### config.mk
export PLATFORM = sky130hd
export DESIGN_NAME = doc_type_expression_lexer
export DESIGN_NICKNAME = d
export VERILOG_FILES = /design/src/dtel_pkg.sv /design/src/dtel_classify.sv /design/src/dtel_core.sv /design/src/dtel_tok_fifo.sv /design/src/doc_type_expression_lexer.sv
export SDC_FILE = /design/constraint.sdc
export NUM_CORES = 1
export LEC_CHECK = 0
export BUFFER_PORTS_ARGS = -buffer_cell sky130_fd_sc_hd__buf_2
export CAP_MARGIN = 5
export CORE_ASPECT_RATIO = 1.5
export CORE_MARGIN = 2
export CORE_UTILIZATION = 45
export DETAILED_ROUTE_END_ITERATION = 7
export PLACE_DENSITY_LB_ADDON = 0.25
export SLEW_MARGIN = 20
export SYNTH_ARGS = -nofsm -noshare
export SYNTH_HDL_FRONTEND = slang
export SYNTH_SLANG_ARGS = --single-unit
### constraint.sdc
create_clock -name clk_i -period 6.8 [get_ports clk_i]
set_input_delay 0.68 -clock clk_i [delete_from_list [all_inputs] [get_ports clk_i]]
set_output_delay 0.68 -clock clk_i [all_outputs]
set_load 0.02 [all_outputs]
### src/dtel_pkg.sv
package dtel_pkg;

  localparam int unsigned PositionWidthDefault = 16;
  localparam int unsigned CharWidth = 16;
  localparam int unsigned TokPosWidth = 16;
  localparam int unsigned FifoDepth = 4;

  localparam logic [2:0] DotsForEllipsis = 3'd3;
  localparam logic [2:0] DotCountMax = 3'd7;

  typedef enum logic [1:0] {
    MODE_IDLE = 2'd0,
    MODE_DOTS = 2'd1,
    MODE_NAME = 2'd2
  } lex_mode_e;

  typedef enum logic [4:0] {
    KIND_INVALID  = 5'd0,
    KIND_BANG     = 5'd1,
    KIND_LPAREN   = 5'd2,
    KIND_RPAREN   = 5'd3,
    KIND_COMMA    = 5'd4,
    KIND_STAR     = 5'd5,
    KIND_COLON    = 5'd6,
    KIND_LT       = 5'd7,
    KIND_EQ       = 5'd8,
    KIND_GT       = 5'd9,
    KIND_QUESTION = 5'd10,
    KIND_LBRACKET = 5'd11,
    KIND_RBRACKET = 5'd12,
    KIND_LBRACE   = 5'd13,
    KIND_PIPE     = 5'd14,
    KIND_RBRACE   = 5'd15,
    KIND_ELLIPSIS = 5'd16,
    KIND_NAME     = 5'd17
  } tok_kind_e;

  localparam logic [15:0] ChrTab      = 16'h0009;
  localparam logic [15:0] ChrCr       = 16'h000D;
  localparam logic [15:0] ChrSpace    = 16'h0020;
  localparam logic [15:0] ChrBang     = 16'h0021;
  localparam logic [15:0] ChrDollar   = 16'h0024;
  localparam logic [15:0] ChrLParen   = 16'h0028;
  localparam logic [15:0] ChrRParen   = 16'h0029;
  localparam logic [15:0] ChrStar     = 16'h002A;
  localparam logic [15:0] ChrComma    = 16'h002C;
  localparam logic [15:0] ChrDot      = 16'h002E;
  localparam logic [15:0] ChrDigit0   = 16'h0030;
  localparam logic [15:0] ChrDigit9   = 16'h0039;
  localparam logic [15:0] ChrColon    = 16'h003A;
  localparam logic [15:0] ChrLt       = 16'h003C;
  localparam logic [15:0] ChrEq       = 16'h003D;
  localparam logic [15:0] ChrGt       = 16'h003E;
  localparam logic [15:0] ChrQuestion = 16'h003F;
  localparam logic [15:0] ChrUpperA   = 16'h0041;
  localparam logic [15:0] ChrUpperZ   = 16'h005A;
  localparam logic [15:0] ChrLBracket = 16'h005B;
  localparam logic [15:0] ChrRBracket = 16'h005D;
  localparam logic [15:0] ChrUnder    = 16'h005F;
  localparam logic [15:0] ChrLowerA   = 16'h0061;
  localparam logic [15:0] ChrLowerZ   = 16'h007A;
  localparam logic [15:0] ChrLBrace   = 16'h007B;
  localparam logic [15:0] ChrPipe     = 16'h007C;
  localparam logic [15:0] ChrRBrace   = 16'h007D;
  localparam logic [15:0] ChrNonAscii = 16'h0080;
  localparam logic [15:0] ChrNbsp     = 16'h00A0;
  localparam logic [15:0] ChrOgham    = 16'h1680;
  localparam logic [15:0] ChrEnQuad   = 16'h2000;
  localparam logic [15:0] ChrHairSp   = 16'h200A;
  localparam logic [15:0] ChrLineSep  = 16'h2028;
  localparam logic [15:0] ChrParaSep  = 16'h2029;
  localparam logic [15:0] ChrNnbsp    = 16'h202F;
  localparam logic [15:0] ChrMmsp     = 16'h205F;
  localparam logic [15:0] ChrIdeoSp   = 16'h3000;
  localparam logic [15:0] ChrBom      = 16'hFEFF;

  typedef struct packed {
    logic      is_space;
    logic      is_dot;
    logic      is_ident_start;
    logic      is_name_part;
    tok_kind_e punct_kind;
  } char_class_t;

  typedef struct packed {
    tok_kind_e               kind;
    logic [TokPosWidth-1:0]  start;
    logic [TokPosWidth-1:0]  stop;
    logic                    dot_err;
    logic                    last;
  } token_t;

  typedef struct packed {
    logic [1:0] cnt;
    token_t     tok0;
    token_t     tok1;
  } tok_push_t;

endpackage

### src/dtel_classify.sv
module dtel_classify (
  input  logic [dtel_pkg::CharWidth-1:0] char_i,
  output dtel_pkg::char_class_t          class_o
);

  logic space;
  logic ident_start;
  logic digit;
  logic dot;
  dtel_pkg::tok_kind_e punct;

  always_comb begin
    space = (char_i == dtel_pkg::ChrSpace) ||
            ((char_i >= dtel_pkg::ChrTab) && (char_i <= dtel_pkg::ChrCr)) ||
            (char_i == dtel_pkg::ChrNbsp) || (char_i == dtel_pkg::ChrOgham) ||
            (char_i == dtel_pkg::ChrLineSep) || (char_i == dtel_pkg::ChrParaSep) ||
            (char_i == dtel_pkg::ChrNnbsp) || (char_i == dtel_pkg::ChrMmsp) ||
            (char_i == dtel_pkg::ChrIdeoSp) || (char_i == dtel_pkg::ChrBom) ||
            ((char_i >= dtel_pkg::ChrEnQuad) && (char_i <= dtel_pkg::ChrHairSp));
  end

  always_comb begin
    if (char_i >= dtel_pkg::ChrNonAscii) begin
      ident_start = !space;
    end else begin
      ident_start = ((char_i >= dtel_pkg::ChrUpperA) && (char_i <= dtel_pkg::ChrUpperZ)) ||
                    ((char_i >= dtel_pkg::ChrLowerA) && (char_i <= dtel_pkg::ChrLowerZ)) ||
                    (char_i == dtel_pkg::ChrDollar) || (char_i == dtel_pkg::ChrUnder);
    end
  end

  assign digit = (char_i >= dtel_pkg::ChrDigit0) && (char_i <= dtel_pkg::ChrDigit9);
  assign dot   = (char_i == dtel_pkg::ChrDot);

  always_comb begin
    unique case (char_i)
      dtel_pkg::ChrBang:     punct = dtel_pkg::KIND_BANG;
      dtel_pkg::ChrLParen:   punct = dtel_pkg::KIND_LPAREN;
      dtel_pkg::ChrRParen:   punct = dtel_pkg::KIND_RPAREN;
      dtel_pkg::ChrComma:    punct = dtel_pkg::KIND_COMMA;
      dtel_pkg::ChrStar:     punct = dtel_pkg::KIND_STAR;
      dtel_pkg::ChrColon:    punct = dtel_pkg::KIND_COLON;
      dtel_pkg::ChrLt:       punct = dtel_pkg::KIND_LT;
      dtel_pkg::ChrEq:       punct = dtel_pkg::KIND_EQ;
      dtel_pkg::ChrGt:       punct = dtel_pkg::KIND_GT;
      dtel_pkg::ChrQuestion: punct = dtel_pkg::KIND_QUESTION;
      dtel_pkg::ChrLBracket: punct = dtel_pkg::KIND_LBRACKET;
      dtel_pkg::ChrRBracket: punct = dtel_pkg::KIND_RBRACKET;
      dtel_pkg::ChrLBrace:   punct = dtel_pkg::KIND_LBRACE;
      dtel_pkg::ChrPipe:     punct = dtel_pkg::KIND_PIPE;
      dtel_pkg::ChrRBrace:   punct = dtel_pkg::KIND_RBRACE;
      default:               punct = dtel_pkg::KIND_INVALID;
    endcase
  end

  always_comb begin
    class_o.is_space       = space;
    class_o.is_dot         = dot;
    class_o.is_ident_start = ident_start;
    class_o.is_name_part   = ident_start || digit || dot;
    class_o.punct_kind     = punct;
  end

endmodule

### src/dtel_core.sv
module dtel_core #(
  parameter int unsigned PositionWidth = dtel_pkg::PositionWidthDefault
) (
  input  logic                           clk_i,
  input  logic                           rst_ni,
  input  logic                           in_valid_i,
  output logic                           in_stall_o,
  input  logic [dtel_pkg::CharWidth-1:0] char_code_i,
  input  logic                           end_of_text_i,
  input  logic                           room_i,
  output dtel_pkg::tok_push_t            push_o
);

  logic                           in_vld_q;
  logic [dtel_pkg::CharWidth-1:0] char_q;
  logic                           eot_q;
  logic                           fire;
  logic                           load;

  dtel_pkg::char_class_t cls;

  dtel_pkg::lex_mode_e      mode_q, mode_d;
  logic [2:0]               dots_q, dots_d;
  logic [PositionWidth-1:0] pstart_q, pstart_d;
  logic [PositionWidth-1:0] pos_q, pos_d;
  logic [PositionWidth-1:0] pos_inc;

  logic               flush_vld;
  logic               single_vld;
  dtel_pkg::token_t   flush_tok;
  dtel_pkg::token_t   single_tok;
  logic               dots_ok;

  // Input register: refill when empty or when the held item is consumed.
  assign fire       = in_vld_q && room_i;
  assign load       = !in_vld_q || fire;
  assign in_stall_o = !load;

  always_ff @(posedge clk_i or negedge rst_ni) begin
    if (!rst_ni) begin
      in_vld_q <= 1'b0;
    end else if (load) begin
      in_vld_q <= in_valid_i;
    end
  end

  always_ff @(posedge clk_i) begin
    if (load && in_valid_i) begin
      char_q <= char_code_i;
      eot_q  <= end_of_text_i;
    end
  end

  dtel_classify u_classify (
    .char_i  (char_q),
    .class_o (cls)
  );

  assign pos_inc = (pos_q == {PositionWidth{1'b1}}) ? pos_q : pos_q + 1'b1;

  // Next lexer state.
  always_comb begin
    mode_d   = mode_q;
    dots_d   = dots_q;
    pstart_d = pstart_q;
    pos_d    = pos_q;
    if (eot_q) begin
      mode_d   = dtel_pkg::MODE_IDLE;
      dots_d   = 3'd0;
      pstart_d = '0;
      pos_d    = '0;
    end else if ((mode_q == dtel_pkg::MODE_DOTS) && cls.is_dot) begin
      dots_d = (dots_q == dtel_pkg::DotCountMax) ? dots_q : dots_q + 3'd1;
      pos_d  = pos_inc;
    end else if ((mode_q == dtel_pkg::MODE_NAME) && cls.is_name_part) begin
      pos_d = pos_inc;
    end else begin
      mode_d = dtel_pkg::MODE_IDLE;
      dots_d = 3'd0;
      pos_d  = pos_inc;
      if (!cls.is_space) begin
        if (cls.is_dot) begin
          mode_d   = dtel_pkg::MODE_DOTS;
          dots_d   = 3'd1;
          pstart_d = pos_q;
        end else if ((cls.punct_kind == dtel_pkg::KIND_INVALID) && cls.is_ident_start) begin
          mode_d   = dtel_pkg::MODE_NAME;
          pstart_d = pos_q;
        end
      end
    end
  end

  // Token outputs: a flushed pending token, then a one-character token.
  always_comb begin
    dots_ok    = (dots_q == dtel_pkg::DotsForEllipsis);
    flush_vld  = 1'b0;
    single_vld = 1'b0;
    if (eot_q) begin
      flush_vld = (mode_q != dtel_pkg::MODE_IDLE);
    end else if (!(((mode_q == dtel_pkg::MODE_DOTS) && cls.is_dot) ||
                   ((mode_q == dtel_pkg::MODE_NAME) && cls.is_name_part))) begin
      flush_vld  = (mode_q != dtel_pkg::MODE_IDLE);
      single_vld = !cls.is_space && !cls.is_dot &&
                   !((cls.punct_kind == dtel_pkg::KIND_INVALID) && cls.is_ident_start);
    end

    flush_tok.start   = dtel_pkg::TokPosWidth'(pstart_q);
    flush_tok.stop    = dtel_pkg::TokPosWidth'(pos_q);
    flush_tok.last    = !single_vld;
    if (mode_q == dtel_pkg::MODE_DOTS) begin
      flush_tok.kind    = dots_ok ? dtel_pkg::KIND_ELLIPSIS : dtel_pkg::KIND_INVALID;
      flush_tok.dot_err = !dots_ok;
    end else begin
      flush_tok.kind    = dtel_pkg::KIND_NAME;
      flush_tok.dot_err = 1'b0;
    end

    single_tok.kind    = cls.punct_kind;
    single_tok.start   = dtel_pkg::TokPosWidth'(pos_q);
    single_tok.stop    = dtel_pkg::TokPosWidth'(pos_inc);
    single_tok.dot_err = 1'b0;
    single_tok.last    = 1'b1;
  end

  // Compact the two slots so the first pushed token is always tok0.
  always_comb begin
    push_o.cnt  = 2'd0;
    push_o.tok0 = flush_vld ? flush_tok : single_tok;
    push_o.tok1 = single_tok;
    if (fire) begin
      push_o.cnt = {1'b0, flush_vld} + {1'b0, single_vld};
    end
  end

  always_ff @(posedge clk_i or negedge rst_ni) begin
    if (!rst_ni) begin
      mode_q   <= dtel_pkg::MODE_IDLE;
      dots_q   <= 3'd0;
      pstart_q <= '0;
      pos_q    <= '0;
    end else if (fire) begin
      mode_q   <= mode_d;
      dots_q   <= dots_d;
      pstart_q <= pstart_d;
      pos_q    <= pos_d;
    end
  end

endmodule

### src/dtel_tok_fifo.sv
module dtel_tok_fifo (
  input  logic                clk_i,
  input  logic                rst_ni,
  input  dtel_pkg::tok_push_t push_i,
  output logic                room_o,
  output logic                out_valid_o,
  input  logic                out_stall_i,
  output dtel_pkg::token_t    tok_o
);

  localparam int unsigned PtrWidth = $clog2(dtel_pkg::FifoDepth);
  localparam int unsigned CntWidth = $clog2(dtel_pkg::FifoDepth + 1);

  dtel_pkg::token_t    mem_q [dtel_pkg::FifoDepth];
  logic [PtrWidth-1:0] wr_q, rd_q;
  logic [PtrWidth-1:0] wr_next;
  logic [CntWidth-1:0] cnt_q;
  logic                pop;

  assign out_valid_o = (cnt_q != '0);
  assign pop         = out_valid_o && !out_stall_i;
  assign tok_o       = mem_q[rd_q];
  // Room for two tokens without counting on a pop this cycle.
  assign room_o      = (cnt_q <= CntWidth'(dtel_pkg::FifoDepth - 2));
  assign wr_next     = wr_q + 1'b1;

  always_ff @(posedge clk_i) begin
    if (push_i.cnt != 2'd0) begin
      mem_q[wr_q] <= push_i.tok0;
    end
    if (push_i.cnt == 2'd2) begin
      mem_q[wr_next] <= push_i.tok1;
    end
  end

  always_ff @(posedge clk_i or negedge rst_ni) begin
    if (!rst_ni) begin
      wr_q  <= '0;
      rd_q  <= '0;
      cnt_q <= '0;
    end else begin
      wr_q  <= wr_q + PtrWidth'(push_i.cnt);
      rd_q  <= rd_q + PtrWidth'(pop);
      cnt_q <= cnt_q + CntWidth'(push_i.cnt) - CntWidth'(pop);
    end
  end

endmodule

### src/doc_type_expression_lexer.sv
// Streaming lexer for documentation type expressions. Feed one UTF-16 code
// unit per input item; set end_of_text_i to close the text (the code unit is
// then ignored, any pending dot run or name is flushed and the position
// counter restarts at 0). Whitespace is skipped. The block returns tokens
// with kind, start and end position: fifteen single-character punctuators,
// an ellipsis for a run of exactly three dots (any other run gives an invalid
// token with dot_error_o set), names, and one-character invalid tokens.
// A dot run or name is only reported when the first unit that cannot extend
// it arrives or the text is closed, so one item can produce two tokens;
// last_of_item_o marks the final token of an item. The position counter is
// POSITION_WIDTH bits wide, saturates, and reports its low 16 bits.
// Throughput is one item per clock as long as each item yields at most one
// token and the output is not stalled; the output side delivers one token
// per clock while out_stall_i is low, so the two tokens of one item leave
// one after the other. A token passes from the input register, which feeds
// the classifier and lexer state, into a four-entry token queue that drives
// the output ports. Input stalls while an item waits in the input register
// and the queue cannot take two more tokens.
module doc_type_expression_lexer #(
  parameter int unsigned POSITION_WIDTH = dtel_pkg::PositionWidthDefault
) (
  input  logic                             clk_i,
  input  logic                             rst_ni,
  input  logic                             in_valid_i,
  output logic                             in_stall_o,
  input  logic [dtel_pkg::CharWidth-1:0]   char_code_i,
  input  logic                             end_of_text_i,
  output logic                             out_valid_o,
  input  logic                             out_stall_i,
  output logic [4:0]                       token_kind_o,
  output logic [dtel_pkg::TokPosWidth-1:0] token_start_o,
  output logic [dtel_pkg::TokPosWidth-1:0] token_end_o,
  output logic                             dot_error_o,
  output logic                             last_of_item_o
);

  dtel_pkg::tok_push_t push;
  dtel_pkg::token_t    tok;
  logic                room;

  // Lexer: input register, character classes and mode update.
  dtel_core #(
    .PositionWidth (POSITION_WIDTH)
  ) u_core (
    .clk_i         (clk_i),
    .rst_ni        (rst_ni),
    .in_valid_i    (in_valid_i),
    .in_stall_o    (in_stall_o),
    .char_code_i   (char_code_i),
    .end_of_text_i (end_of_text_i),
    .room_i        (room),
    .push_o        (push)
  );

  // Token queue: decouple the two-token bursts from the output handshake.
  dtel_tok_fifo u_fifo (
    .clk_i       (clk_i),
    .rst_ni      (rst_ni),
    .push_i      (push),
    .room_o      (room),
    .out_valid_o (out_valid_o),
    .out_stall_i (out_stall_i),
    .tok_o       (tok)
  );

  assign token_kind_o   = tok.kind;
  assign token_start_o  = tok.start;
  assign token_end_o    = tok.stop;
  assign dot_error_o    = tok.dot_err;
  assign last_of_item_o = tok.last;

endmodule
Word-level counts from Yosys, hierarchy flattened
Memory sizes are Yosys's and may differ from the RTL's.
Cells that the tools add are included.
{"block": "word_totals", "regBits": 62, "ramBits": 156, "input_bits": 21, "output_inout_bits": 41, "elab_cells": 150, "mem_count": 1}
{"block": "classes", "addsub": 8, "order_cmp": 12, "n_eq_ne": 38, "n_mux": 35, "reduce_logical": 46}
{"name": "u_fifo.mem_q", "words": 4, "width": 39, "rd": 1, "rd_clocked_by_memory_dff": 0, "write_ports": 2, "line": "dtel_tok_fifo.sv:14", "rtl": "dtel_pkg::token_t mem_q [dtel_pkg::FifoDepth];"}
{"op": "16-bit by 6-bit == test with 1-bit output, second input constant", "n": 13}
{"op": "16-bit 2-to-1 mux", "n": 8}
{"op": "16-bit by 7-bit == test with 1-bit output, second input constant", "n": 6}
{"op": "16-bit by 14-bit == test with 1-bit output, second input constant", "n": 5}
{"op": "4-bit case mux with 15 select lines", "n": 1}
{"op": "39-bit 2-to-1 mux", "n": 1}
{"op": "16-bit == test, second input constant", "n": 2}
{"op": "16-bit by 7-bit greater-or-equal comparator with 1-bit output, second input constant", "n": 2}
{"op": "16-bit by 7-bit <= comparator with 1-bit output, second input constant", "n": 2}
{"op": "1-bit logical OR", "n": 17}
{"op": "16-bit by 1-bit adder with 16-bit output, second input constant", "n": 1}
{"op": "16-bit by 13-bit == test with 1-bit output, second input constant", "n": 1}
{"op": "16-bit by 8-bit == test with 1-bit output, second input constant", "n": 1}
{"op": "16-bit by 14-bit greater-or-equal comparator with 1-bit output, second input constant", "n": 1}
{"op": "16-bit by 4-bit greater-or-equal comparator with 1-bit output, second input constant", "n": 1}
{"op": "16-bit by 6-bit greater-or-equal comparator with 1-bit output, second input constant", "n": 1}
{"op": "16-bit by 8-bit greater-or-equal comparator with 1-bit output, second input constant", "n": 1}
{"op": "16-bit by 14-bit <= comparator with 1-bit output, second input constant", "n": 1}
{"op": "16-bit by 4-bit <= comparator with 1-bit output, second input constant", "n": 1}
{"op": "16-bit by 6-bit <= comparator with 1-bit output, second input constant", "n": 1}
{"op": "3-bit 2-to-1 mux", "n": 5}
{"op": "2-bit 2-to-1 mux", "n": 7}
{"op": "1-bit logical AND", "n": 13}
{"op": "1-bit 2-to-1 mux", "n": 11}
{"op": "22 further kinds", "n": 36}

Logic depth before layout (Yosys ltp)
{"block": "logic_depth", "depth_word": 25, "depth_mapped": 19, "ltp_nobuf": 14}

Hierarchy
Synthesis repeated with hierarchy kept, for this count alone.
{"block": "hier_totals", "hier_cells": 912, "hier_area_um2": 12235.5}
{"module": "dtel_tok_fifo", "instances": 1, "cells_per_inst": 419, "area_per_inst_um2": 7985.2, "seq_area_each_um2": 4859.7}
{"module": "dtel_core", "instances": 1, "cells_per_inst": 387, "area_per_inst_um2": 3507.1, "seq_area_each_um2": 1461.4}
{"module": "dtel_classify", "instances": 1, "cells_per_inst": 106, "area_per_inst_um2": 743.2, "seq_area_each_um2": 0.0}

Least setup slack after synthesis
OpenSTA, ideal clock, no wires.
{"block": "synth_timing", "kind": "flip-flop to flip-flop", "start": "reg u_core.char_q[11] (netlist name)", "end": "mem u_fifo.mem_q[1][6] (netlist name), data pin", "setup_time_ns": 0.270, "t_arrival_ns": 5.191, "setup_slack_ns": 1.340, "path_stages_with_launch": 17, "synth_period_minus_slack_ns": 5.460, "cell_sequence": "edfxtp_1 -> or4_4 -> or3_1 -> buf_2 -> a2111oi_2 -> nand2_1 -> o211a_1 -> or2_2 -> nor4b_1 -> ha_1 -> clkbuf_1 -> o21ai_1 -> or2_2 -> clkbuf_1 -> nand2_1 -> o211ai_1 -> o31ai_1"}
{"item": "from (decl)", "line": "dtel_core.sv:15", "rtl": "logic [dtel_pkg::CharWidth-1:0] char_q;"}
{"item": "from (signal assigned)", "line": "dtel_core.sv:49", "rtl": "char_q <= char_code_i;"}
{"item": "to (decl)", "line": "dtel_tok_fifo.sv:14"}

==> results.json <==
{
  "status": "finished, final reports clean",
  "ys.flop_type": "edfxtp_1",
  "irDropWorstVdd_v": 0.000286,
  "core_um2": 24300,
  "cts_tree": "done",
  "leakagePower_nw": 4.28,
  "cts_buffers": 22,
  "synth_compound_area_frac": 0.200,
  "nNetsFinal": 958,
  "gr-total-overflow": 0,
  "ys.warnings.count": 0,
  "vias": 7959,
  "finalClockSkew_ns": 0.0161,
  "n_fill_cell": 2176,
  "setup_viol": 0,
  "path_class": "flip-flop to flip-flop",
  "synth_xor_area_frac": 0.00630,
  "design_area_um2": 12400,
  "num_rows": 70,
  "ys_top_cells_by_area": "edfxtp_1, dfrtp_1, mux4_2, a22o_1, o21ai_0",
  "cpMostUsedCell": "or2_2",
  "multi_input_area_um2": 4550,
  "fin_ws_ns": 1.29,
  "fmax_mhz": 182,
  "placed_cell_area_um2": 11700,
  "h-tree-depth": 1,
  "drive_above_1_share": 0.191,
  "vias_per_cell": 6.29,
  "fp.dieH_um": 197,
  "syn_area_per_cell_um2": 12.3,
  "hpwl_um": 18900,
  "numClockSinks": 218,
  "power.switching_mw": 1.70,
  "finalCritPeriodShare": 0.810,
  "min_path_type": "primary input to asynchronous set/reset pin",
  "synth_adder_area_share": 0.0130,
  "yosysMostFrequentCell": "edfxtp_1",
  "crit_required_ns": 7.02,
  "area_growth_pct": 11.3,
  "worst_setup_hold_path_clk_slew_ns": 0.07,
  "rsz0062_at_grt": "no",
  "track_usage": 0.224,
  "async_flop_share": 0.206,
  "synth_cells": 903,
  "power_mw": 4.61,
  "path_cells": "or4_4 -> or3_1 -> a2111oi_2 -> nand2_1 -> o211a_1 -> or2_2 -> nor4b_1 -> ha_1 -> o21ai_1 -> or2_2 -> nand2_2 -> buf_4 -> o211ai_1 -> o31ai_1",
  "die-area_um2": 26000,
  "period_needed_ns": 5.51,
  "cp_num_buf_inv": 1,
  "ys_seq_elements": 218,
  "seqPwrFrac": 0.411,
  "io_buffers": 61,
  "wirelength_um": 29300,
  "syn-cell-area_um2": 11100,
  "synth_top_family_by_area": "compound AO/OA/AOI/OAI gates",
  "synth_edf_count": 161,
  "grt_max_degree": 46,
  "p_comb_frac": 0.326,
  "yosys.area_share.simple": 0.105,
  "critical-path-top-delay-family": "simple AND/OR/NAND/NOR gates",
  "dpl_worst_slack_ns": 1.27,
  "powerDensity_nw_per_um2": 373,
  "ios": 62,
  "ys_seq_area_frac": 0.558,
  "cp.arrival_ns": 5.73,
  "cts_setup_buffers": 0,
  "worst_setup_path_end_kind": "flip-flop",
  "swShare": 0.369,
  "cp_slowest_cell": "or4_4",
  "p_int_mw": 2.91,
  "n_antenna_cell": 0,
  "tightest_slew_ns": 1.06,
  "die_w_um": 132,
  "start_util": 0.457,
  "ys_top_cells_by_count": "edfxtp_1, a22o_1, clkbuf_1, nand2_1, o21ai_0",
  "slew_headroom": 0.296,
  "cp_max_fo": 25,
  "max_cap_viol_count": 0,
  "tns_ns": 0,
  "slowest_delay_ns": 0.56,
  "firstDrtPassIters": 5,
  "register_area_um2": 6200,
  "synth_top_cell_by_area": "edfxtp_1",
  "synth.mux.area_fraction": 0.0826,
  "netlist-cell-type-count": 68,
  "cp-start-kind": "flip-flop",
  "cts_resized": 0,
  "cts-root-buf": "clkbuf_16",
  "wl_per_cell_um": 23.1,
  "clkPwrFrac": 0.263,
  "hold_viol": 0,
  "gp_congestion": 0.947,
  "cts.path.max_buffers": 3,
  "grt_pass1_wl_um": 45100,
  "cts.hold.buffers_added": 0,
  "drv_slew": 0,
  "drtAntennaViolNets": 0,
  "drt-initial-drc-count": 590,
  "worstSkewPairLatency_ns": 0.50,
  "grt_pass1_vias": 8013,
  "synth_fp_nets": 935,
  "antenna_found_initial": 0,
  "synth_top_area_frac": 0.435,
  "drc_errors": 0
}
==> state kept, by name, summed over array words and instances (netlist names) <==
| signal | cells |
|---|---|
| u_core.char_q | 16 |
| u_core.dots_q | 3 |
| u_core.eot_q | 1 |
| u_core.in_vld_q | 1 |
| u_core.mode_q | 2 |
| u_core.pos_q | 16 |
| u_core.pstart_q | 16 |
| u_fifo.cnt_q | 3 |
| u_fifo.mem_q | 156 |
| u_fifo.rd_q | 2 |
| u_fifo.wr_q | 2 |
==> final cells by class <==
| class | instances | share of cell area |
|---|---|---|
| sequential | 218 | 0.501 |
| multi-input combinational | 588 | 0.367 |
| clock buffer | 29 | 0.0491 |
| timing repair buffer | 79 | 0.0356 |
| tap | 324 | 0.0327 |
| clock inverter | 11 | 0.00909 |
| inverter | 17 | 0.00536 |
==> logic make-up after synthesis <==
family / Yosys count
AO/OA/AOI/OAI: 300
XOR/XNOR: 8
adder cells (fa/ha/maj): 11
buffers and inverters: 97
flip-flops: 218
multiplexers: 43
AND/OR/NAND/NOR: 226
==> path summary, 6_finish.rpt <==
kind                       depth (start not counted)                          endpoint                        startpoint  slack [ns]
max                                               14      u_fifo.mem_q[1][9]$_DFFE_PP_       u_core.char_q[11]$_DFFE_PP_        1.29
min                                                2   u_core.pstart_q[13]$_DFFE_PN0P_                            rst_ni        0.29
max reg2reg                                       14      u_fifo.mem_q[1][9]$_DFFE_PP_       u_core.char_q[11]$_DFFE_PP_        1.29
min reg2reg                                        2  u_fifo.mem_q[3][38]$_SDFFE_PP0P_  u_fifo.mem_q[3][38]$_SDFFE_PP0P_        0.46
max in group asynchronous                          2          u_fifo.rd_q[0]$_DFF_PN0_                            rst_ni        6.03
min in group clk_i                                 1       u_core.char_q[14]$_DFFE_PP_                   char_code_i[14]        0.35
==> power groups by stage <==
stage / combinational, mW / sequential [mW] / clock, mW
after floorplan: 1.18 / 1.74 / 0
after global placement: 1.51 / 1.91 / 0
after detailed placement: 1.52 / 1.92 / 0
after CTS: 1.52 / 1.89 / 1.23
after global routing: 1.62 / 1.93 / 1.29
final: 1.50 / 1.90 / 1.21
==> metrics by stage <==
stage,instances,hold WS (ns),util
after global routing,1266,0.330,0.509
after global placement,1226,0.433,0.479
after detailed placement,1226,0.448,0.479
after CTS,1266,0.308,0.509
after floorplan,903,0.384,-
final,1266,0.286,0.509
==> cell usage in the layout, fill, tap and decap left out, types with 6 or more instances in the layout <==
cell,n
edfxtp_1,161
a22o_1,91
buf_2,61
nand2_1,58
o21ai_0,57
nor2_1,45
dfrtp_1,43
a21oi_1,40
mux4_2,39
clkbuf_16,23
o211ai_1,19
buf_4,18
nor3_1,17
nand3_1,17
inv_1,16
a311oi_1,15
o2bb2ai_1,13
nand2b_1,12
dfxtp_1,12
or3_1,10
o22ai_1,10
o31ai_1,10
ha_1,10
nand4_1,8
and3_1,8
or2_2,7
and2_1,6
nor4_1,6
==> metal layers <==
| metal | up-vias | routed length [um] | track usage | part of all wire |
|---|---|---|---|---|
| met4 | 0 | 986 | 0.0912 | 0.034 |
| met5 | - | 0 | 0 | 0 |
| met2 | 307 | 16200 | 0.432 | 0.55 |
| li1 | 3626 | - | - | - |
| met3 | 63 | 1460 | 0.0252 | 0.050 |
| met1 | 3963 | 10600 | 0.248 | 0.36 |
(Power assumes the default switching activity.)
